$ cat src/rtl/cdq_pkg.sv
// Shared types, sizes, command and status codes for the circular deque.
package cdq_pkg;

  localparam int DEPTH  = 16;
  localparam int PTR_W  = (DEPTH > 1) ? $clog2(DEPTH) : 1;
  localparam int DATA_W = 32;
  localparam int CMD_W  = 3;
  localparam int STAT_W = 2;

  typedef logic [PTR_W-1:0]         ptr_t;
  typedef logic signed [DATA_W-1:0] word_t;
  typedef logic [CMD_W-1:0]         cmd_t;
  typedef logic [STAT_W-1:0]        stat_t;

  localparam cmd_t CMD_PUSH_BACK  = 3'd0;
  localparam cmd_t CMD_PUSH_FRONT = 3'd1;
  localparam cmd_t CMD_POP_BACK   = 3'd2;
  localparam cmd_t CMD_POP_FRONT  = 3'd3;
  localparam cmd_t CMD_QUERY      = 3'd4;

  localparam stat_t ST_OK        = 2'd0;
  localparam stat_t ST_OVERFLOW  = 2'd1;
  localparam stat_t ST_UNDERFLOW = 2'd2;

  localparam word_t EMPTY_WORD = '1;

  function automatic ptr_t ptr_inc(input ptr_t p);
    if (p == PTR_W'(DEPTH - 1)) begin
      return '0;
    end
    return p + 1'b1;
  endfunction

  function automatic ptr_t ptr_dec(input ptr_t p);
    if (p == '0) begin
      return PTR_W'(DEPTH - 1);
    end
    return p - 1'b1;
  endfunction

endpackage

$ cat src/rtl/circular_deque_top.sv
// Circular deque top level: ring memory, pointer control and result register.
//
// A command passes through these steps from its acceptance to its result: in the
// accept cycle the pointers update and a push writes the ring memory, in the
// next cycle the words at the new head and tail are read, and in the last
// the result register loads, so a new command is taken only after that load.
// The ring memory read is registered, in a step of its own behind the write.
// A new command is accepted while an earlier result still waits
// in the output register; the block holds in its last step until
// the output register is free.
module circular_deque_top (
  input  logic            clk,
  input  logic            rst,
  input  logic            in_valid,
  output logic            in_ready,
  input  cdq_pkg::cmd_t   cmd,
  input  cdq_pkg::word_t  push_value,
  output logic            out_valid,
  input  logic            out_ready,
  output cdq_pkg::stat_t  status,
  output cdq_pkg::word_t  front_value,
  output cdq_pkg::word_t  back_value,
  output logic            empty_flag,
  output logic            full_flag
);
  import cdq_pkg::*;

  localparam logic [1:0] S_IDLE = 2'd0;
  localparam logic [1:0] S_READ = 2'd1;
  localparam logic [1:0] S_LOAD = 2'd2;

  logic [1:0] state;
  logic [1:0] state_next;

  ptr_t  head, head_next;
  ptr_t  tail, tail_next;
  logic  vacant, vacant_next;
  stat_t stat, stat_next;

  logic  wr_en;
  ptr_t  wr_addr;
  logic  full_now;
  logic  accept;
  logic  load;

  word_t ring [DEPTH];
  word_t rd_front;
  word_t rd_back;

  assign in_ready = (state == S_IDLE);
  assign accept   = in_valid && in_ready;
  assign full_now = !vacant && (ptr_inc(tail) == head);
  assign load     = (state == S_LOAD) && (!out_valid || out_ready);

  always_comb begin
    head_next   = head;
    tail_next   = tail;
    vacant_next = vacant;
    stat_next   = ST_OK;
    wr_en       = 1'b0;
    wr_addr     = '0;
    case (cmd)
      CMD_PUSH_BACK, CMD_PUSH_FRONT: begin
        if (full_now) begin
          stat_next = ST_OVERFLOW;
        end else if (vacant) begin
          head_next   = '0;
          tail_next   = '0;
          vacant_next = 1'b0;
          wr_en       = 1'b1;
          wr_addr     = '0;
        end else if (cmd == CMD_PUSH_BACK) begin
          tail_next = ptr_inc(tail);
          wr_en     = 1'b1;
          wr_addr   = ptr_inc(tail);
        end else begin
          head_next = ptr_dec(head);
          wr_en     = 1'b1;
          wr_addr   = ptr_dec(head);
        end
      end
      CMD_POP_BACK, CMD_POP_FRONT: begin
        if (vacant) begin
          stat_next = ST_UNDERFLOW;
        end else if (head == tail) begin
          head_next   = '0;
          tail_next   = '0;
          vacant_next = 1'b1;
        end else if (cmd == CMD_POP_BACK) begin
          tail_next = ptr_dec(tail);
        end else begin
          head_next = ptr_inc(head);
        end
      end
      default: begin
        if (vacant) begin
          stat_next = ST_UNDERFLOW;
        end
      end
    endcase
  end

  always_comb begin
    state_next = state;
    case (state)
      S_IDLE: begin
        if (accept) begin
          state_next = S_READ;
        end
      end
      S_READ: begin
        state_next = S_LOAD;
      end
      S_LOAD: begin
        if (load) begin
          state_next = S_IDLE;
        end
      end
      default: begin
        state_next = S_IDLE;
      end
    endcase
  end

  always_ff @(posedge clk) begin
    if (rst) begin
      state  <= S_IDLE;
      head   <= '0;
      tail   <= '0;
      vacant <= 1'b1;
    end else begin
      state <= state_next;
      if (accept) begin
        head   <= head_next;
        tail   <= tail_next;
        vacant <= vacant_next;
      end
    end
  end

  always_ff @(posedge clk) begin
    if (accept) begin
      stat <= stat_next;
    end
  end

  always_ff @(posedge clk) begin
    if (accept && wr_en) begin
      ring[wr_addr] <= push_value;
    end
    if (state == S_READ) begin
      rd_front <= ring[head];
      rd_back  <= ring[tail];
    end
  end

  always_ff @(posedge clk) begin
    if (rst) begin
      out_valid <= 1'b0;
    end else if (load) begin
      out_valid <= 1'b1;
    end else if (out_ready) begin
      out_valid <= 1'b0;
    end
  end

  always_ff @(posedge clk) begin
    if (load) begin
      status      <= stat;
      front_value <= vacant ? EMPTY_WORD : rd_front;
      back_value  <= vacant ? EMPTY_WORD : rd_back;
      empty_flag  <= vacant;
      full_flag   <= full_now;
    end
  end

`ifndef SYNTHESIS
  a_vacant_ptrs: assert property (@(posedge clk) disable iff (rst)
    vacant |-> (head == '0) && (tail == '0))
    else $error("Empty deque with pointers away from slot zero.");

  a_accept_read: assert property (@(posedge clk) disable iff (rst)
    accept |=> (state == S_READ))
    else $error("Accepted command did not move on to the memory read.");

  a_empty_words: assert property (@(posedge clk) disable iff (rst)
    (out_valid && empty_flag) |-> (front_value == EMPTY_WORD) && (back_value == EMPTY_WORD))
    else $error("Empty result carries ring words.");

  a_overflow_full: assert property (@(posedge clk) disable iff (rst)
    (out_valid && (status == ST_OVERFLOW)) |-> full_flag && !empty_flag)
    else $error("Overflow reported while the deque is not full.");
`endif

endmodule
$ cat config.mk
export PLATFORM = sky130hd
export DESIGN_NAME = circular_deque_top
export DESIGN_NICKNAME = d
export VERILOG_FILES = /design/src/rtl/cdq_pkg.sv /design/src/rtl/circular_deque_top.sv
export SDC_FILE = /design/constraint.sdc
export NUM_CORES = 1
export LEC_CHECK = 0
export BUFFER_PORTS_ARGS = -buffer_cell sky130_fd_sc_hd__buf_2
export CORE_ASPECT_RATIO = 2
export CORE_MARGIN = 2
export CORE_UTILIZATION = 50
export CTS_BUF_LIST = sky130_fd_sc_hd__clkbuf_8 sky130_fd_sc_hd__clkbuf_16
export DETAILED_ROUTE_END_ITERATION = 12
export PLACE_DENSITY = 0.67
export SYNTH_ARGS = -nofsm -noshare
export SYNTH_HDL_FRONTEND = slang
export SYNTH_SLANG_ARGS = --single-unit
$ cat constraint.sdc
create_clock -name clk -period 14.77 [get_ports clk]
set_input_delay 2.954 -clock clk [delete_from_list [all_inputs] [get_ports clk]]
set_output_delay 2.954 -clock clk [all_outputs]
set_load 0.01 [all_outputs]
Word level (Yosys, flattened, before mapping)
Memory sizes are Yosys's and may differ from the RTL's. A register that Yosys moved wholly into a read port is not among the register bits.
Cells that the tools add are included.
Word-level totals
  bits in registers: 82
  bits in writable memories: 512
  bits of input ports: 39
  output and inout bits: 70
  word-level logic and storage cells: 115
  memories kept: 1
Memories
  ring: words 16, width 32, rd ports 2, clocked after memory_dff 2, write ports 1, line circular_deque_top.sv:46  | word_t ring [DEPTH];
Cells by class
  add/subtract/negate cells: 4
  equality and inequality tests: 17
  mux-type cells: 63
  reductions and logical operators: 19
Operator list (number)
  4-bit 2-to-1 mux: 25
  1-bit 2-to-1 mux: 30
  4-bit case mux with 2 select lines: 2
  3-bit inequality test (second input constant): 4
  6-bit AND reduction: 2
  4-bit by 1-bit adder with 4-bit output (second input constant): 2
  4-bit == test: 2
  4-bit == test (second input constant): 2
  4-bit zero test: 2
  2-bit 2-to-1 mux: 4
  4-bit by 1-bit subtractor with 4-bit output (second input constant): 2
  3-bit by 2-bit == test with 1-bit output (second input constant): 2
  2-bit inequality test (second input constant): 3
  2-bit case mux with 3 select lines: 1
  1-bit logical AND: 4
  2-bit nonzero test: 2
  2-bit OR reduction: 2
  3-bit by 1-bit == test with 1-bit output (second input constant): 1
  3-bit zero test: 1
  3-bit AND reduction: 1
  2-bit by 1-bit == test with 1-bit output (second input constant): 1
  2-bit == test (second input constant): 1
  1-bit zero test: 2
  2-bit zero test: 1
  4 further kinds: 4

Longest topological paths before layout
Gate-level depths: netlist of run 1.
  depth in word-level cells: 12
  depth in mapped cells: 11
  gate-level depth less buffers: 8

Least setup slack after synthesis of run 1
Ideal clock, no wire load.
  path kind: in2reg
  start: input port out_ready
  end: register back_value[0] (enable)
  library setup time: 502 ps
  arrival time: 6115 ps
  required time: 14268 ps
  path slack: 8153 ps
  stages on the path: 2
  path buffers: 0
  path through: nand2b_1 nor2b_1
On the way
  cells in the longest elaborated chain, start to end: 2
Ends and longest elaborated chain
  start: declaration: line circular_deque_top.sv:19  | input logic out_ready,
  1-bit logical OR: line circular_deque_top.sv:53  | assign load = (state == S_LOAD) && (!out_valid || out_ready);
  1-bit logical AND: line circular_deque_top.sv:53
  via load: line circular_deque_top.sv:44  | logic load;
  end signal: assignment: line circular_deque_top.sv:171  | back_value <= vacant ? EMPTY_WORD : rd_back;
  end: declaration: line circular_deque_top.sv:22  | output cdq_pkg::word_t back_value,
The timed path passes the listed nets, and every way through them passes these cells.
A chain may end at the register's enable or synchronous reset.

Final worst setup path of run 1
  start: input port cmd[2]
  end: memory ring[10][22] (netlist bit) (enable)
On the way
  cells in the longest elaborated chain, start to end: 6
  elaborated cells on any way between the ends: 11
Ends and longest elaborated chain
  start: declaration: line circular_deque_top.sv:16  | input cdq_pkg::cmd_t cmd,
  3-bit by 1-bit == test with 1-bit output or 3-bit zero test (tied branches): line circular_deque_top.sv:62, circular_deque_top.sv:72
  2-bit OR reduction: line circular_deque_top.sv:62  | case (cmd)
  1-bit 2-to-1 mux: line circular_deque_top.sv:62
  1-bit logical AND: line circular_deque_top.sv:148  | if (accept && wr_en) begin
  1-bit 2-to-1 mux: line circular_deque_top.sv:148
  1-bit 2-to-1 mux (implied by the code): line circular_deque_top.sv:149  | ring[wr_addr] <= push_value;
  end: declaration: line circular_deque_top.sv:46
Several ways; a longest one is shown, not always the timed one.

==> impl_metrics.toml, run 1 <==
[route]
detail_route.iter0.violations = 1335
route.detailed.drc = 0
antenna_violating_nets_post_route = 0
drt_via_density = 6.38
totalWireLength_um = 68300
vias = 14900
post_drt_wl_per_cell_um = 29.3
drt_first_pass_iters = 5

[place]
detailed_place_hpwl_um = 37800
placedCellCount = 2229
port_buffers = 108
detailed_place.area_um2 = 30300
gp_congestion = 0.798

[power]
clkPwrFrac = 0.392
cell_internal_pwr_mw = 3.04
share_comb_of_total_power = 0.068
net-switching-power_mw = 0.826
cellPowerDensity_nw_per_um2 = 120
ir_worst_vdd_uv = 75.1
p_leak_nw = 9.60
sequential_power_share = 0.541
power_switching_share = 0.213

[grt]
first_pass_grt_wire_length_um = 101000
grtUsageTotal = 0.232
via_count_of_the_first_global_routing_pass = 15900
grtUsageMet1 = 0.266
number_of_antenna_violations_at_the_first_check_in_global_routing = 3
met3_usage = 0.0251
maximum_number_of_pins_on_one_net_before_global_route_repair = 105
global_route.overflow_total = 0
top_usage_layer = "met2"
met2_track_demand_over_resource = 0.444

[sta]
period_share = 0.368
timing.fmax_mhz = 184
timing.final.max_slew_violations = 0
finalHoldViolCount = 0
clock_skew_ns = 0.0101
period_minus_slack_ns = 5.43
fin_tns_setup_ns = 0
timing.slew.headroom = 0.304
worstMarginPinSlew_ns = 1.04
grt_setup_unrepaired = "false"
report.final.setup_viol = 0

[layout]
post_route_cells_drive_above_1_share = 0.390
area.sequential_um2 = 19700
multi_input_area_um2 = 8880
layout-area-overhead-vs-synth_pct = 11.6
final_cell_count_no_fill = 2329
filler_cell_count_in_the_final_layout = 4393
finalInstanceArea_um2 = 32200
num_antenna_cells = 0
final_nets = 1572

[worst_setup_path]
setup.worst_path.end_class = "register"
critical_path_peak_fanout = 17
cp.required_ns = 15.03
setup.worst_path.start_class = "input port"
criticalPathCategory = "in2reg"
worstPathArrival_ns = 5.69

[floorplan]
die_area_um2 = 59700
die_width_um = 174
rows = 124
die_h_um = 344
ioPinCount = 109
core_region_area_um2 = 57100
initial_utilization = 0.505

[job]
max-cap-violations = 0

[synthesis]
synthesis.area_um2 = 28800
postSynthAreaPerCell_um2 = 20.1
synthesis.nets = 1481
synthesis.instances = 1438
synth_enable_flop_cells = 646
most_frequently_used_flop_master_after_synthesis = "edfxtp_1"
cell_variety_after_synth = 50
seq_area_frac_synth = 0.681
ys_warn_count = 0
proportion_of_synthesized_flip_flops_having_asynchronous_set_or_reset = 0
synth_seq_cells = 658

[clock_tree]
tritoncts.num_buffers = 54
post_cts_buffers = 0
post_cts.resized_instances = 0
ctsRootBufferMaster = "clkbuf_16"
htreeDepth = 2
postCtsHoldBufs = 0
clkTransAtPathRegs_ns = 0.07
clock_insertion_delay_worst_skew_ns = 0.60
max-clock-path-buffers = 3
cts_sinks = 658
tritoncts = "built"

[min_path]
hold_path_class = "reg2reg"

[run_status]
outcome = "finished clean"
==> synth_stat cells (all sizes together), types with 2 or more instances <==
master	count	share of area
a211oi	36	0.0094
a21oi	10	0.0017
a311oi	2	0.0012
a31o	2	0.00061
a31oi	41	0.0089
a32oi	4	0.0012
and2	34	0.0075
buf	37	0.0058
clkbuf	67	0.0087
dfxtp	12	0.0083
edfxtp	646	0.67
ha	4	0.0017
inv	10	0.0013
mux4	287	0.22
nand2	76	0.0099
nand2b	8	0.0017
nand3	6	0.0010
nand4	2	0.00043
nor2	27	0.0035
nor2b	5	0.0011
nor3	11	0.0019
o21a	2	0.00052
o21ai	2	0.00035
o21bai	3	0.00078
o31ai	4	0.0010
o32ai	3	0.00091
or2	64	0.014
or3	5	0.0011
xnor2	9	0.0027
xor2	4	0.0012
==> metrics by stage <==
stage,setup slack (ns),util,power (mW),hold slack (ns)
6_report,9.34,0.564,3.87,0.425
5_1_grt,9.22,0.564,3.98,0.446
4_1_cts,9.36,0.564,3.90,0.425
3_5_place_dp,8.74,0.531,2.40,0.405
3_3_place_gp,8.78,0.531,2.39,0.407
2_1_floorplan,8.15,-,2.31,0.400
==> flip-flops by register name, summed over array words and instances, names as in the netlist, 4 cells and up <==
signal / cells
ring: 512
front_value: 32
head: 4
rd_front: 32
back_value: 32
rd_back: 32
tail: 4
==> per-layer routing <==
metal	wire, µm	vias up
met5	39	-
li1	-	6227
met1	24000	7994
met3	3120	130
met2	38700	499
met4	2390	6
==> layout make-up <==
class,count,area share
tap,756,0.0294
timing repair buffer,139,0.0248
clock buffer,55,0.0428
multi-input combinational,665,0.276
inverter,11,0.00128
sequential,658,0.611
clock inverter,45,0.0149
==> power groups by stage <==
stage | registers (mW) | logic (mW) | clock network (mW)
floorplan | 2.12 | 0.183 | 0
global placement | 2.13 | 0.261 | 0
detailed placement | 2.13 | 0.265 | 0
CTS | 2.09 | 0.265 | 1.54
global route | 2.09 | 0.280 | 1.60
finish | 2.09 | 0.262 | 1.52
==> critical path, cell delays in order <==
cell	delay, ns
buf_2	0.15
nor3_1	0.70
nand2_1	0.14
o32a_1	0.21
or3_1	0.49
nor2_4	0.58
buf_4	0.45
==> cells in the final DEF, fill, tap and decap left out, types with 13 or more instances in the layout <==
master     count
a211oi_1      36
a31oi_1       41
and2_1        32
buf_2        108
buf_4         29
clkbuf_16     55
clkinv_2      16
edfxtp_1     646
inv_1         13
mux4_2       287
nand2_1       76
nor2_4        16
or2_2         64
==> cells by family (layout without fill, tap and decap cells) <==
kind of cell,Yosys count,count (layout),synth area share
DFF,658,658,0.681
and+or+nand+nor,243,243,0.0435
muxes,289,289,0.225
adders and majority gates,4,4,0.00174
xor gates and xnor gates,13,13,0.00395
buffers and inverters,115,250,0.0159
AOI/OAI and AO/OA,116,116,0.0291
==> final timing paths <==
check	start	end	slack, ns	depth (start not counted)
max	cmd[2]	ring[10][22]	9.34	7
max reg2reg	tail[1]	ring[9][10]	9.83	11
min	stat[1]	status[1]	0.42	0
min reg2reg	stat[1]	status[1]	0.42	0
Power figures use the tool's default switching activity.
==> inputs of run 2 (changes only) <==
ABC_AREA = 1   (was unset)
PLACE_DENSITY = 0.69   (was 0.67)
clock period = 4.8 ns   (was 14.77 ns; I/O delays follow)
==> run 2 against run 1 <==
  * The run now ends with max-slew violations left
  * Largest cell class unchanged
  * Highest routed layer unchanged
  * Critical endpoint is now ring[15][9]
  * Setup slack got worse by 8.3 ns
  * First-iteration DRC count increased by 140%
  * Count of clock-buffer cells in the layout increased by 1
==> impl_metrics.toml, run 2 <==
[run_status]
outcome = "finished with violations"
violations = "max-slew violations"

[sta]
period_share = 0.783
report.final.setup_viol = 0
timing.fmax_mhz = 266
finalHoldViolCount = 0
timing.slew.headroom = -0.00901
worstMarginPinSlew_ns = 1.51
period_minus_slack_ns = 3.76
timing.final.max_slew_violations = 36
grt_setup_unrepaired = "false"
clock_skew_ns = 0.0290
fin_tns_setup_ns = 0

[route]
drt_via_density = 6.42
antenna_violating_nets_post_route = 0
drt_first_pass_iters = 8
totalWireLength_um = 94700
vias = 23400
route.detailed.drc = 0
detail_route.iter0.violations = 3186
post_drt_wl_per_cell_um = 25.9

[floorplan]
ioPinCount = 109
die_area_um2 = 62500
die_width_um = 178
rows = 127
die_h_um = 352
initial_utilization = 0.504
core_region_area_um2 = 59900

[clock_tree]
cts_sinks = 658
tritoncts.num_buffers = 55
post_cts_buffers = 0
postCtsHoldBufs = 0
clock_insertion_delay_worst_skew_ns = 0.65
post_cts.resized_instances = 0
max-clock-path-buffers = 3
tritoncts = "built"
ctsRootBufferMaster = "clkbuf_16"
htreeDepth = 2
clkTransAtPathRegs_ns = 0.08

[worst_setup_path]
crit_cells = 14
timing.critical_path.max_delay_family = "simple AND/OR/NAND/NOR gates"
setup.worst_path.end_class = "register"
worst-r2r-cell-count = 14
criticalPathCategory = "reg2reg"
worstPathCellList = "inv_2, ha_1, inv_1, nand2_1, nand2_1, nor2_1, nand3_1, inv_1, nand2_1, nor2_2, nor2_4, nand4_1, nor2_4, buf_4"
critical_path_peak_fanout = 51
library_cell_appearing_most_often_on_the_critical_path = "nand2_1"
rrSetupSlack_ns = 1.04
cp.required_ns = 5.06
worstPathArrival_ns = 4.02
setup.worst_path.start_class = "register"
critical-path-max-stage-delay_ns = 0.76
critPathBufInv = 4
slowest_stage = "dfxtp_4"

[job]
max-cap-violations = 0

[power]
ir_worst_vdd_uv = 311
power_switching_share = 0.252
sequential_power_share = 0.511
cellPowerDensity_nw_per_um2 = 381
p_leak_nw = 11.0
net-switching-power_mw = 3.20
share_comb_of_total_power = 0.109
cell_internal_pwr_mw = 9.50
clkPwrFrac = 0.380

[layout]
post_route_cells_drive_above_1_share = 0.122
multi_input_area_um2 = 8970
filler_cell_count_in_the_final_layout = 4945
largest_reg_flops = 512
layout-area-overhead-vs-synth_pct = 10.4
area.sequential_um2 = 19700
regMostFlops = "ring"
finalInstanceArea_um2 = 33300
layout.cells.most_common = "edfxtp_1"
most_frequent_cells_in_the_layout = "edfxtp_1, o21ai_0, a21oi_1"
final_nets = 2873

[synthesis]
cell_variety_after_synth = 36
top_cells_by_area_synth = "edfxtp_1, o21ai_0, a21oi_1, o211ai_1, nor2_1"
postSynthAreaPerCell_um2 = 10.7
synth_area_leader_cell = "edfxtp_1"
seq_area_frac_synth = 0.650
synthesis.nets = 2878
most_frequently_used_flop_master_after_synthesis = "edfxtp_1"
post_synth_top_area_share = 0.642
synth_most_common_cell = "edfxtp_1"
synthesis.instances = 2835
synth_commonest_cells = "edfxtp_1, o21ai_0, a21oi_1"
proportion_of_synthesized_flip_flops_having_asynchronous_set_or_reset = 0
synthesis.area_um2 = 30200
ys_warn_count = 0
synth_enable_flop_cells = 646
synth_seq_cells = 658

[min_path]
worst_hold_path.num_cells = 0
hold_path_class = "reg2reg"

[grt]
grtUsageTotal = 0.300
global_route.overflow_total = 0
first_pass_grt_wire_length_um = 138000
via_count_of_the_first_global_routing_pass = 22000
number_of_antenna_violations_at_the_first_check_in_global_routing = 8
maximum_number_of_pins_on_one_net_before_global_route_repair = 275

[place]
gp_congestion = 0.906
detailed_place_hpwl_um = 58000
port_buffers = 108
detailed_place.area_um2 = 31400
## run 2: cell count changes after synthesis, sizes merged, moves of 36 or more
cell    change
o211ai    +141
nand3     +141
o21ai     +613
a211oi     -36
mux4      -287
inv       +190
nand2     +130
buf        +50
nor2      +236
a31oi      -38
clkbuf     +65
a21oi     +262
## run 2: power by group through the flow
stage | registers [mW] | logic [mW] | clock network (mW)
2_1_floorplan | 6.57 | 0.860 | 0
3_3_place_gp | 6.61 | 1.31 | 0
3_5_place_dp | 6.61 | 1.34 | 0
4_1_cts | 6.49 | 1.35 | 4.86
5_1_grt | 6.49 | 1.48 | 5.07
6_report | 6.49 | 1.39 | 4.83
## run 2: final timing paths
check | from | to
worst max register to register | tail[1] | ring[15][9]
worst min register to register | stat[1] | status[1]
worst min-delay path | stat[1] | status[1]
worst max-delay path | tail[1] | ring[15][9]
## run 2: area by class of cell
type                            instances  share of cell area
Inverter                              203              0.0230
Multi-Input combinational cell       1755               0.269
Tap cell                              774              0.0290
Clock buffer                           56              0.0417
Timing Repair Buffer                  157              0.0314
Antenna cell                            3            0.000225
Sequential cell                       658               0.590
Clock inverter                         46              0.0161
## run 2: per-layer routing
layer,up-vias,global-route usage,share of wire
met4,10,0.201,0.078
li1,10200,-,-
met1,11300,0.343,0.34
met2,1487,0.514,0.50
met3,370,0.0466,0.083
met5,-,0,0.00063
## run 2: kinds of logic after synthesis
kind of cell	Yosys count	synth area share
and+or+nand+nor	685	0.0985
adders and majority gates	4	0.00166
AOI/OAI and AO/OA	1064	0.192
DFF	658	0.650
buffers and inverters	422	0.0574
xor gates and xnor gates	2	0.000580
## run 2: stage by stage
stage                     instances  hold slack (ns)  utilization  total power [mW]  setup slack, ns
after floorplan                2835            0.400            -              7.43            0.698
after global placement         3547            0.441        0.524              7.92             1.12
after detailed placement       3547            0.441        0.524              7.96             1.02
after CTS                      3649            0.458        0.556              12.7             1.11
after global routing           3651            0.459        0.557              13.0            0.963
final                          3652            0.459        0.557              12.7             1.04
## run 2: worst reg2reg max path, stage by stage (launching register included)
cell	delay, ns
dfxtp_4	0.76
inv_2	0.21
ha_1	0.32
inv_1	0.17
nand2_1	0.07
nand2_1	0.09
nor2_1	0.04
nand3_1	0.09
inv_1	0.05
nand2_1	0.07
nor2_2	0.05
nor2_4	0.24
nand4_1	0.37
nor2_4	0.18
buf_4	0.61
